## src/rtl/core/ctsch_pkg.sv

```systemverilog
`default_nettype none

package ctsch_pkg;

  // Default sizing of the slot table
  localparam int NUM_SLOTS_DEF      = 8;
  localparam int RUN_COUNT_BITS_DEF = 8;
  // Most results one dispatch may return
  localparam int MAX_RESULTS        = 8;
  localparam int TICK_W             = 32;
  localparam int SLOT_FIELD_W       = 3;

  typedef enum logic [1:0] {
    MODE_TICK = 2'd0,
    MODE_ADD  = 2'd1,
    MODE_DEL  = 2'd2,
    MODE_DISP = 2'd3
  } mode_t;

  typedef enum logic [1:0] {
    ST_OK    = 2'd0,
    ST_ERR   = 2'd1,
    ST_EMPTY = 2'd2
  } status_t;

  typedef struct packed {
    mode_t                   mode;
    logic [TICK_W-1:0]       delay_ticks;
    logic [TICK_W-1:0]       period_ticks;
    logic [SLOT_FIELD_W-1:0] slot;
  } in_item_t;

  typedef struct packed {
    status_t                 status;
    logic [SLOT_FIELD_W-1:0] slot_index;
    logic                    last;
  } out_item_t;

endpackage

`default_nettype wire

```

## src/rtl/core/ctsch_ram.sv

```systemverilog
`default_nettype none

// Simple dual-port RAM, one write and one registered read port
module ctsch_ram #(
  parameter int WIDTH = 8,
  parameter int DEPTH = 8,
  localparam int ADDR_W = (DEPTH > 1) ? $clog2(DEPTH) : 1
) (
  input  wire logic             clk,
  input  wire logic             we,
  input  wire logic [ADDR_W-1:0] waddr,
  input  wire logic [WIDTH-1:0] wdata,
  input  wire logic [ADDR_W-1:0] raddr,
  output logic      [WIDTH-1:0] rdata
);

  logic [WIDTH-1:0] mem [DEPTH];

  always_ff @(posedge clk) begin
    if (we) begin
      mem[waddr] <= wdata;
    end
    rdata <= mem[raddr];
  end

endmodule

`default_nettype wire

```

## src/rtl/core/ctsch_slot_alu.sv

```systemverilog
`default_nettype none

// Shared slot update unit: one slot record in, its next value out
module ctsch_slot_alu #(
  parameter int RUN_W = ctsch_pkg::RUN_COUNT_BITS_DEF
) (
  input  wire ctsch_pkg::mode_t               op,
  input  wire logic [ctsch_pkg::TICK_W-1:0]   delay_i,
  input  wire logic [ctsch_pkg::TICK_W-1:0]   period_i,
  input  wire logic [RUN_W-1:0]               pend_i,
  output logic      [ctsch_pkg::TICK_W-1:0]   delay_o,
  output logic      [RUN_W-1:0]               pend_o
);

  logic at_zero;
  logic pend_full;

  assign at_zero   = (delay_i == '0);
  assign pend_full = (pend_i == {RUN_W{1'b1}});

  always_comb begin
    delay_o = delay_i;
    pend_o  = pend_i;
    unique case (op)
      ctsch_pkg::MODE_TICK: begin
        if (at_zero) begin
          // due: one more run (saturating), reload when periodic
          if (!pend_full) begin
            pend_o = pend_i + RUN_W'(1);
          end
          if (period_i != '0) begin
            delay_o = period_i;
          end
        end else begin
          delay_o = delay_i - ctsch_pkg::TICK_W'(1);
        end
      end
      ctsch_pkg::MODE_DISP: begin
        pend_o = pend_i - RUN_W'(1);
      end
      default: begin
        delay_o = delay_i;
        pend_o  = pend_i;
      end
    endcase
  end

endmodule

`default_nettype wire

```

## src/rtl/core/cooperative_task_scheduler.sv

```systemverilog
`default_nettype none

// Channel   Ports                         Handshake
// -------   ---------------------------   ---------------------------------
// input     start, busy, in_item          taken when start && !busy
// result    out_valid, out_item           one-cycle strobe, no back-pressure
//
// Each slot is visited at most once per item. A skipped slot is only scanned; a
// slot that is read and rewritten through the slot RAM is read (registered), then
// written. Tick visits every slot, dispatch stops at its last result, add at the
// first free slot; each result shows on the cycle after it is formed.
// Reset clears the used and pending marks at once; the RAM needs no clearing.
// The receiver cannot stall, so busy depends on the sequencer alone.
module cooperative_task_scheduler #(
  parameter int NUM_SLOTS      = ctsch_pkg::NUM_SLOTS_DEF,
  parameter int RUN_COUNT_BITS = ctsch_pkg::RUN_COUNT_BITS_DEF
) (
  input  wire logic                 clk,
  input  wire logic                 rst_n,
  input  wire logic                 start,
  output logic                      busy,
  input  wire ctsch_pkg::in_item_t  in_item,
  output logic                      out_valid,
  output ctsch_pkg::out_item_t      out_item
);

  localparam int SLOT_W = (NUM_SLOTS > 1) ? $clog2(NUM_SLOTS) : 1;
  localparam int TW     = ctsch_pkg::TICK_W;
  localparam int REC_W  = 2 * TW + RUN_COUNT_BITS;
  localparam int NR_W   = (ctsch_pkg::MAX_RESULTS > 1) ? $clog2(ctsch_pkg::MAX_RESULTS) : 1;
  localparam int CMP_W  = 8;

  typedef enum logic [1:0] {
    S_IDLE,
    S_SCAN,
    S_PROC
  } state_t;

  state_t                  state_r, state_nxt;
  logic [SLOT_W-1:0]       idx_r, idx_nxt;
  logic [NR_W-1:0]         n_r, n_nxt;
  ctsch_pkg::in_item_t     cmd_r, cmd_nxt;
  logic [NUM_SLOTS-1:0]    used_r, used_nxt;
  logic [NUM_SLOTS-1:0]    pnz_r, pnz_nxt;
  logic                    out_valid_r, out_valid_nxt;
  ctsch_pkg::out_item_t    out_item_r, out_item_nxt;

  // RAM and slot unit wiring
  logic                    ram_we;
  logic [SLOT_W-1:0]       ram_waddr;
  logic [REC_W-1:0]        ram_wdata;
  logic [REC_W-1:0]        ram_rdata;
  logic [TW-1:0]           rd_delay, rd_period, alu_delay;
  logic [RUN_COUNT_BITS-1:0] rd_pend, alu_pend;

  logic [NUM_SLOTS-1:0]    ready;
  logic                    ready_above;
  logic                    at_end;
  logic                    sel_ok;
  logic [SLOT_W-1:0]       sel_idx;
  logic                    disp_last;
  logic                    advance;

  assign rd_delay  = ram_rdata[REC_W-1 -: TW];
  assign rd_period = ram_rdata[RUN_COUNT_BITS +: TW];
  assign rd_pend   = ram_rdata[RUN_COUNT_BITS-1:0];

  ctsch_ram #(
    .WIDTH (REC_W),
    .DEPTH (NUM_SLOTS)
  ) u_ram (
    .clk   (clk),
    .we    (ram_we),
    .waddr (ram_waddr),
    .wdata (ram_wdata),
    .raddr (idx_r),
    .rdata (ram_rdata)
  );

  ctsch_slot_alu #(
    .RUN_W (RUN_COUNT_BITS)
  ) u_alu (
    .op       (cmd_r.mode),
    .delay_i  (rd_delay),
    .period_i (rd_period),
    .pend_i   (rd_pend),
    .delay_o  (alu_delay),
    .pend_o   (alu_pend)
  );

  // Slots with runs waiting, and whether any lies above the current one
  assign ready = used_r & pnz_r;

  always_comb begin
    ready_above = 1'b0;
    for (int j = 0; j < NUM_SLOTS; j++) begin
      if (ready[j] && (SLOT_W'(j) > idx_r)) begin
        ready_above = 1'b1;
      end
    end
  end

  assign at_end    = (idx_r == SLOT_W'(NUM_SLOTS - 1));
  assign sel_ok    = (CMP_W'(cmd_r.slot) < CMP_W'(NUM_SLOTS));
  assign sel_idx   = SLOT_W'(cmd_r.slot);
  assign disp_last = !ready_above || (n_r == NR_W'(ctsch_pkg::MAX_RESULTS - 1));

  // Sequencer
  always_comb begin
    state_nxt     = state_r;
    idx_nxt       = idx_r;
    n_nxt         = n_r;
    cmd_nxt       = cmd_r;
    used_nxt      = used_r;
    pnz_nxt       = pnz_r;
    out_valid_nxt = 1'b0;
    out_item_nxt  = out_item_r;
    ram_we        = 1'b0;
    ram_waddr     = idx_r;
    ram_wdata     = {alu_delay, rd_period, alu_pend};
    advance       = 1'b0;

    unique case (state_r)
      S_IDLE: begin
        if (start) begin
          cmd_nxt   = in_item;
          idx_nxt   = '0;
          n_nxt     = '0;
          state_nxt = S_SCAN;
        end
      end

      S_SCAN: begin
        unique case (cmd_r.mode)
          ctsch_pkg::MODE_TICK: begin
            if (used_r[idx_r]) begin
              state_nxt = S_PROC;
            end else begin
              advance = 1'b1;
            end
          end
          ctsch_pkg::MODE_ADD: begin
            if (!used_r[idx_r]) begin
              // first free slot takes the new task
              ram_we                  = 1'b1;
              ram_wdata               = {cmd_r.delay_ticks, cmd_r.period_ticks,
                                         {RUN_COUNT_BITS{1'b0}}};
              used_nxt[idx_r]         = 1'b1;
              pnz_nxt[idx_r]          = 1'b0;
              out_valid_nxt           = 1'b1;
              out_item_nxt.status     = ctsch_pkg::ST_OK;
              out_item_nxt.slot_index = ctsch_pkg::SLOT_FIELD_W'(idx_r);
              out_item_nxt.last       = 1'b1;
              state_nxt               = S_IDLE;
            end else begin
              advance = 1'b1;
            end
          end
          ctsch_pkg::MODE_DEL: begin
            out_valid_nxt           = 1'b1;
            out_item_nxt.slot_index = cmd_r.slot;
            out_item_nxt.last       = 1'b1;
            if (sel_ok && used_r[sel_idx]) begin
              used_nxt[sel_idx]   = 1'b0;
              pnz_nxt[sel_idx]    = 1'b0;
              out_item_nxt.status = ctsch_pkg::ST_OK;
            end else begin
              out_item_nxt.status = ctsch_pkg::ST_ERR;
            end
            state_nxt = S_IDLE;
          end
          ctsch_pkg::MODE_DISP: begin
            if (ready[idx_r]) begin
              state_nxt = S_PROC;
            end else begin
              advance = 1'b1;
            end
          end
          default: begin
            state_nxt = S_IDLE;
          end
        endcase
      end

      S_PROC: begin
        // read data for idx_r is valid now; write back the update
        ram_we         = 1'b1;
        pnz_nxt[idx_r] = (alu_pend != '0);
        if (cmd_r.mode == ctsch_pkg::MODE_DISP) begin
          if (rd_period == '0) begin
            used_nxt[idx_r] = 1'b0;
            pnz_nxt[idx_r]  = 1'b0;
          end
          out_valid_nxt           = 1'b1;
          out_item_nxt.status     = ctsch_pkg::ST_OK;
          out_item_nxt.slot_index = ctsch_pkg::SLOT_FIELD_W'(idx_r);
          out_item_nxt.last       = disp_last;
          n_nxt                   = n_r + NR_W'(1);
          if (disp_last) begin
            state_nxt = S_IDLE;
          end else begin
            advance = 1'b1;
          end
        end else begin
          advance = 1'b1;
        end
      end

      default: begin
        state_nxt = S_IDLE;
      end
    endcase

    // step to the next slot, or close out the item after the last one
    if (advance) begin
      if (at_end) begin
        state_nxt               = S_IDLE;
        out_item_nxt.slot_index = '0;
        out_item_nxt.last       = 1'b1;
        unique case (cmd_r.mode)
          ctsch_pkg::MODE_TICK: begin
            out_valid_nxt       = 1'b1;
            out_item_nxt.status = ctsch_pkg::ST_OK;
          end
          ctsch_pkg::MODE_ADD: begin
            out_valid_nxt       = 1'b1;
            out_item_nxt.status = ctsch_pkg::ST_ERR;
          end
          default: begin
            // dispatch with nothing served
            out_valid_nxt       = 1'b1;
            out_item_nxt.status = ctsch_pkg::ST_EMPTY;
          end
        endcase
      end else begin
        idx_nxt   = idx_r + SLOT_W'(1);
        state_nxt = S_SCAN;
      end
    end
  end

  always_ff @(posedge clk) begin
    if (!rst_n) begin
      state_r     <= S_IDLE;
      idx_r       <= '0;
      n_r         <= '0;
      used_r      <= '0;
      pnz_r       <= '0;
      out_valid_r <= 1'b0;
    end else begin
      state_r     <= state_nxt;
      idx_r       <= idx_nxt;
      n_r         <= n_nxt;
      used_r      <= used_nxt;
      pnz_r       <= pnz_nxt;
      out_valid_r <= out_valid_nxt;
    end
    cmd_r      <= cmd_nxt;
    out_item_r <= out_item_nxt;
  end

  assign busy      = (state_r != S_IDLE);
  assign out_valid = out_valid_r;
  assign out_item  = out_item_r;

endmodule

`default_nettype wire

```

## config.mk

```make
export PLATFORM = sky130hd
export DESIGN_NAME = cooperative_task_scheduler
export DESIGN_NICKNAME = d
export VERILOG_FILES = /design/src/rtl/core/ctsch_pkg.sv /design/src/rtl/core/ctsch_ram.sv /design/src/rtl/core/ctsch_slot_alu.sv /design/src/rtl/core/cooperative_task_scheduler.sv
export SDC_FILE = /design/constraint.sdc
export NUM_CORES = 1
export LEC_CHECK = 0
export BUFFER_PORTS_ARGS = -buffer_cell sky130_fd_sc_hd__buf_2
export CAP_MARGIN = 5
export CORE_ASPECT_RATIO = 1.2
export CORE_MARGIN = 5
export CORE_UTILIZATION = 45
export DETAILED_ROUTE_END_ITERATION = 10
export PLACE_DENSITY_LB_ADDON = 0.1
export SYNTH_ARGS = -nofsm -noshare
export SYNTH_HDL_FRONTEND = slang
export SYNTH_SLANG_ARGS = --single-unit
```

## constraint.sdc

```tcl
create_clock -name clk -period 7.45 [get_ports clk]
set_clock_uncertainty 0.05 [all_clocks]
set_input_delay 1.49 -clock clk [delete_from_list [all_inputs] [get_ports clk]]
set_output_delay 1.49 -clock clk [all_outputs]
set_load 0.1 [all_outputs]
```

-- Word-level counts from Yosys, hierarchy flattened
Memories as Yosys holds them, arrays and structs flattened. A register that Yosys moved wholly into a read port is not among the register bits.
Index checks and enable logic that the tools add are counted.
Widths: inputs -> output; s select.
- add/subtract/negate cells: 5
- multipliers: 0
- divide/modulo/power cells: 0
- order comparisons: 12
- equal/unequal tests: 20
- shifts and indexed selects: 0
- mux-type cells: 81
- bitwise gates (word level): 9
- reductions and logical operators: 26
- operators with widths (cell ; number):
    $mux 72 ; 3
    $mux 32 ; 3
    $mux 8 ; 10
    $pmux 8 s2 ; 5
    $logic_not 32->1 ; 2
    $and 8x8->8 ; 6
    $reduce_bool 32->1 ; 1
    $sub 32x1->32 const B ; 1
    $mux 1 ; 26
    $mux 6 ; 4
    $pmux 6 s2 ; 2
    $mux 3 ; 6
    $not 8->8 ; 2
    $ne 3x3->1 const B ; 5
    $mux 2 ; 7
    $gt 3x3->1 const A ; 4
    $ne 4x4->1 const B ; 3
    $reduce_and 6->1 ; 2
    $logic_and 1x1->1 ; 10
    $bmux 1 s3 ; 3
    $add 8x1->8 const B ; 1
    $bwmux 8 ; 1
    $eq 8x8->1 const B ; 1
    $lt 3x4->1 const B ; 2
    other kinds (26) ; 43
- register bits after elaboration: 100
- bits in latches: 0
- memory bits (writable): 576
- memory bits (read-only): 0
- input bits: 72
- logic and storage cells: 167
- memories: 1
- memory list (name ; depth ; bits a word ; rd ports ; clocked after memory_dff ; write ports ; line ; RTL):
    u_ram.mem ; 8 ; 72 ; 1 ; 1 ; 1 ; ctsch_ram.sv:17 ; logic [WIDTH-1:0] mem [DEPTH];

-- Depth between registers and ports, before layout
- depth after elaboration: 17
- gate-level depth with buffers: 13
- gate-level depth less buffers: 10

-- Cells and area by module
A second synthesis with hierarchy kept.
- cells, all modules: 1723
- area, all modules: 30803.3 um2
- by module, submodules not included (module ; instances ; cells an instance ; area an instance (um2)):
    ctsch_ram ; 1 ; 917 ; 23368.7
    cooperative_task_scheduler ; 1 ; 477 ; 5427.7
    ctsch_slot_alu ; 1 ; 329 ; 2006.9

-- Least setup slack after synthesis
Ideal clock, no wire load.
- kind: register -> register
- start point: register idx_r[1]
- end point: memory u_ram.mem[0][0] (netlist name), enable pin
- setup time: 0.503 ns
- arrival: 4.933 ns
- required time: 6.897 ns
- setup slack: 1.964 ns
- stages on the path, launching flop included: 10
- path buffers: 2
- clock period less this slack: 5.486 ns
- cell sequence: dfxtp_1 clkbuf_1 nand2b_1 nor2_1 a311o_1 nor3_2 and2_0 clkbuf_1 o21ai_1 nor2_1
- word-level cells in the longest chain between the ends: 7
- RTL lines (element ; line ; RTL):
    from (decl) ; cooperative_task_scheduler.sv:40 ; logic [SLOT_W-1:0] idx_r, idx_nxt;
    from (signal assigned) ; cooperative_task_scheduler.sv:252 ; idx_r <= idx_nxt;
    $bmux 1 s3 ; cooperative_task_scheduler.sv:143 ; if (!used_r[idx_r]) begin
    $mux 1 (not written as such) ; cooperative_task_scheduler.sv:143 ;
    $mux 1 ; cooperative_task_scheduler.sv:143 ;
    $mux 1 ; cooperative_task_scheduler.sv:134 ; unique case (cmd_r.mode)
    $pmux 1 s2 ; cooperative_task_scheduler.sv:123 ; unique case (state_r)
    $mux 1 ; ctsch_ram.sv:20 ; if (we) begin
    $mux 1 (not written as such) ; ctsch_ram.sv:21 ; mem[waddr] <= wdata;
    to (decl) ; ctsch_ram.sv:17 ;
Several ways; a longest one is shown, not always the timed one. The select of a mux whose other input is x is not followed.

-- Worst setup path in the final report
- start point: register idx_r[1]
- end point: memory u_ram.mem[7][9] (netlist name), enable pin
The elaborated chain is that of the path after synthesis.

==> reports/results.txt <==
Syn. warnings = 0
count of buffers from port buffering = 79
run status = completed
R2R setup slack = 2.60 ns
startpoint types = flip-flop
first-pass GRT wire length = 118000 microns
Ports = 80
Worst path max stage delay = 0.83 ns
Initial Utilization = 45.4%
Initial DRT Pass Iterations = 6
Rel. slew slack = 19.8%
Async S/R FF share, synth = 0%
mean post-synth cell area = 14.6 sq um
pwr dens = 306 nW/um^2
final design utilization = 51.5%
remaining antenna violation count = 0
diode count = 0
drc violations = 0
fin nets = 2129
row count = 101
clk_lat worst skew = 0.62 ns
Final setup viols = 0
clock tree buffer depth = 3
post-synth cell types = 68
Worst Path Buf+Inv = 3
clock-pin slew on the worst setup and hold paths = 0.06 ns
Max IR drop VDD = 186 uV
Post-synth EDFFs = 645
initial antenna violation count = 0
initial DRC count = 1943
vias in the first global route = 18027
Final Wtd Congestion = 0.871
Setup WS pre-CTS = 2.62 ns
Area Overhead vs Synth = 13.3%
largest net degree at the start of global routing = 64
worst-path cell chain = clkinv_1 -> nand2_1 -> a21oi_1 -> nor3_2 -> and2_4 -> o21ai_1 -> buf_4 -> nor2_4 -> buf_4
Inserted Clock Buffers = 74
global router's overall resource usage = 22.9%
Synth Instances = 1972
total global routing overflow = 0
worst setup path class = reg2reg
Post-CTS Setup Repair Bufs = 0
post-synth net total = 2061
worst hold slack = 0.416 ns
DIE AREA = 68900 sq um
family with the most delay on the worst path = simple AND/OR/NAND/NOR gates
max_cap viols = 0
Final Max Tran Viols = 0
arrival time at the worst endpoint = 5.05 ns
min Tclk post-route = 4.85 ns
RSZ-0062 raised after global routing = false
setup tns final = 0 ns
final wirelength = 79800 microns
Wirelength per Cell = 27.3 microns
sequential fraction of the synthesis area = 74.7%
worst min-delay path category = reg2reg
Via density = 6.09
Die Y = 287 microns
Hold Vio Cnt, Final = 0
Worst Tran Pin Value = 1.20 ns
Post-Syn Area = 28700 sq um
CTS sink cnt = 748
Final WS setup = 2.60 ns
Worst Path Max Fanout = 44
layout cells sized above 1 = 12.9%
HPWL Detailed = 45100 microns
Leak = 10.6 nW
Resize count post-CTS = 0
register bit total from synthesis = 748
critical path capture point type = flip-flop
Slowest-stage cell, CP = nor2_4
CTS tree = built
Synth Flop Type = edfxtp_1
vias after detailed routing = 17827
H-tree Lvls = 3
Worst path most repeated cell = buf_4
fmax = 0.206 GHz
die width = 241 microns
core box area = 63200 sq um
final critical-path share of the clock period = 65.1%
hold buffers post-CTS = 0
CP Data Required Time = 7.65 ns
root buffer cell = clkbuf_16
==> layout make-up <==
cell class	count	area, sq um
tap	824	1030
timing repair buffer	115	666
clock inverter	38	448
sequential	748	21400
fill	5328	30700
multi-input combinational	1062	6750
inverter	39	148
clock buffer	99	2050
==> cell families (layout without fill, tap and decap cells) <==
logic type                 after synthesis  after routing  share of synthesized area [%]
muxes                                   23             23                          0.929
buffers and inverters                  162            291                           2.19
adders and majority gates               17             17                          0.741
and+or+nand+nor                        480            480                           8.22
AOI/OAI and AO/OA                      541            541                           13.2
xor gates and xnor gates                 1              1                         0.0305
DFF                                    748            748                           74.7
==> layout by cell type, fill, tap and decap left out, drive strengths merged, types with 13 or more instances in the layout <==
cell type  instances
clkbuf            99
ha                17
edfxtp           645
nand4             63
o22ai             14
buf              115
a21o              24
nor2              68
a21oi             55
clkinv            26
a211oi            13
nand3             37
o21ai             89
nor3              34
a22o              17
nand2            194
dfxtp            103
a22oi            255
inv               38
nor4              16
a221oi            24
==> tightest hold or removal path, delay by kind of cell (launching register included) <==
| kind | cells | cell delay (ns) |
|---|---|---|
| flip-flops | 1 | 0.32 |
| AO/OA/AOI/OAI | 1 | 0.06 |
| AND/OR/NAND/NOR | 1 | 0.06 |
==> layer usage <==
metal  GRT usage, %  vias up  part of all wire [%]  wire, microns
met4           7.31        0                   2.8           2210
met3           3.09      119                   6.2           4960
met2           38.2      761                    49          39400
li1               -     7933                     -              -
met1           31.2     9014                    42          33200
met5              0        -                     0              0
==> cells in the mapped netlist, types with 5 or more instances <==
cell / n / area [sq um]
nor2_1: 68 / 255
nand2b_1: 8 / 50.1
or3_1: 8 / 50.1
nor2b_1: 5 / 31.3
a21oi_1: 55 / 275
a221oi_1: 24 / 210
inv_1: 37 / 139
nor3_1: 32 / 160
or2_2: 8 / 50.1
edfxtp_1: 645 / 19400
a211oi_1: 13 / 97.6
buf_1: 15 / 56.3
nand2_1: 194 / 728
o22ai_1: 14 / 87.6
a31oi_1: 12 / 75.1
nand4_1: 62 / 388
a222oi_1: 6 / 60.1
mux2_2: 9 / 101
nor3b_1: 6 / 45.0
clkbuf_1: 101 / 379
dfxtp_1: 103 / 2060
a22oi_1: 255 / 1910
mux2i_1: 12 / 120
a22o_1: 17 / 149
ha_1: 17 / 213
nand3_1: 37 / 185
a21o_1: 24 / 180
o211ai_1: 5 / 37.5
nor4_1: 14 / 87.6
o21ai_0: 85 / 425
and2_1: 6 / 37.5
==> worst paths after layout <==
path	end	start	cells past startpoint
worst max-delay path	u_ram.mem[7][9]$_DFFE_PP_	idx_r[1]$_SDFF_PN0_	9
worst min-delay path	u_ram.rdata[6]$_DFF_P_	u_ram.mem[7][6]$_DFFE_PP_	2
worst max register to register	u_ram.mem[7][9]$_DFFE_PP_	idx_r[1]$_SDFF_PN0_	9
worst min register to register	u_ram.rdata[6]$_DFF_P_	u_ram.mem[7][6]$_DFFE_PP_	2
==> power by group <==
group	leakage [nW]	switching, mW	internal, mW
clock network	1.20	1.55	2.25
logic	2.70	0.765	0.251
registers	6.70	0.178	4.94
==> registers in the layout, summed over array words and instances, names as in the netlist <==
register,count
sel_idx,3
used_r,8
n_r,3
out_item,6
state_r,2
u_ram.mem,576
idx_r,3
out_valid,1
pnz_r,8
u_ram.rdata,72
cmd_r,66
==> stage by stage <==
| stage | area (sq um) | power [mW] | std cells |
|---|---|---|---|
| 2_1_floorplan | 28700 | 5.78 | 1972 |
| 3_3_place_gp | 30000 | 6.20 | 2788 |
| 3_5_place_dp | 30000 | 6.22 | 2788 |
| 4_1_cts | 32500 | 10.0 | 2925 |
| 5_1_grt | 32500 | 10.3 | 2925 |
| 6_report | 32500 | 9.94 | 2925 |
No activity file was read; power rests on OpenSTA's default activity.
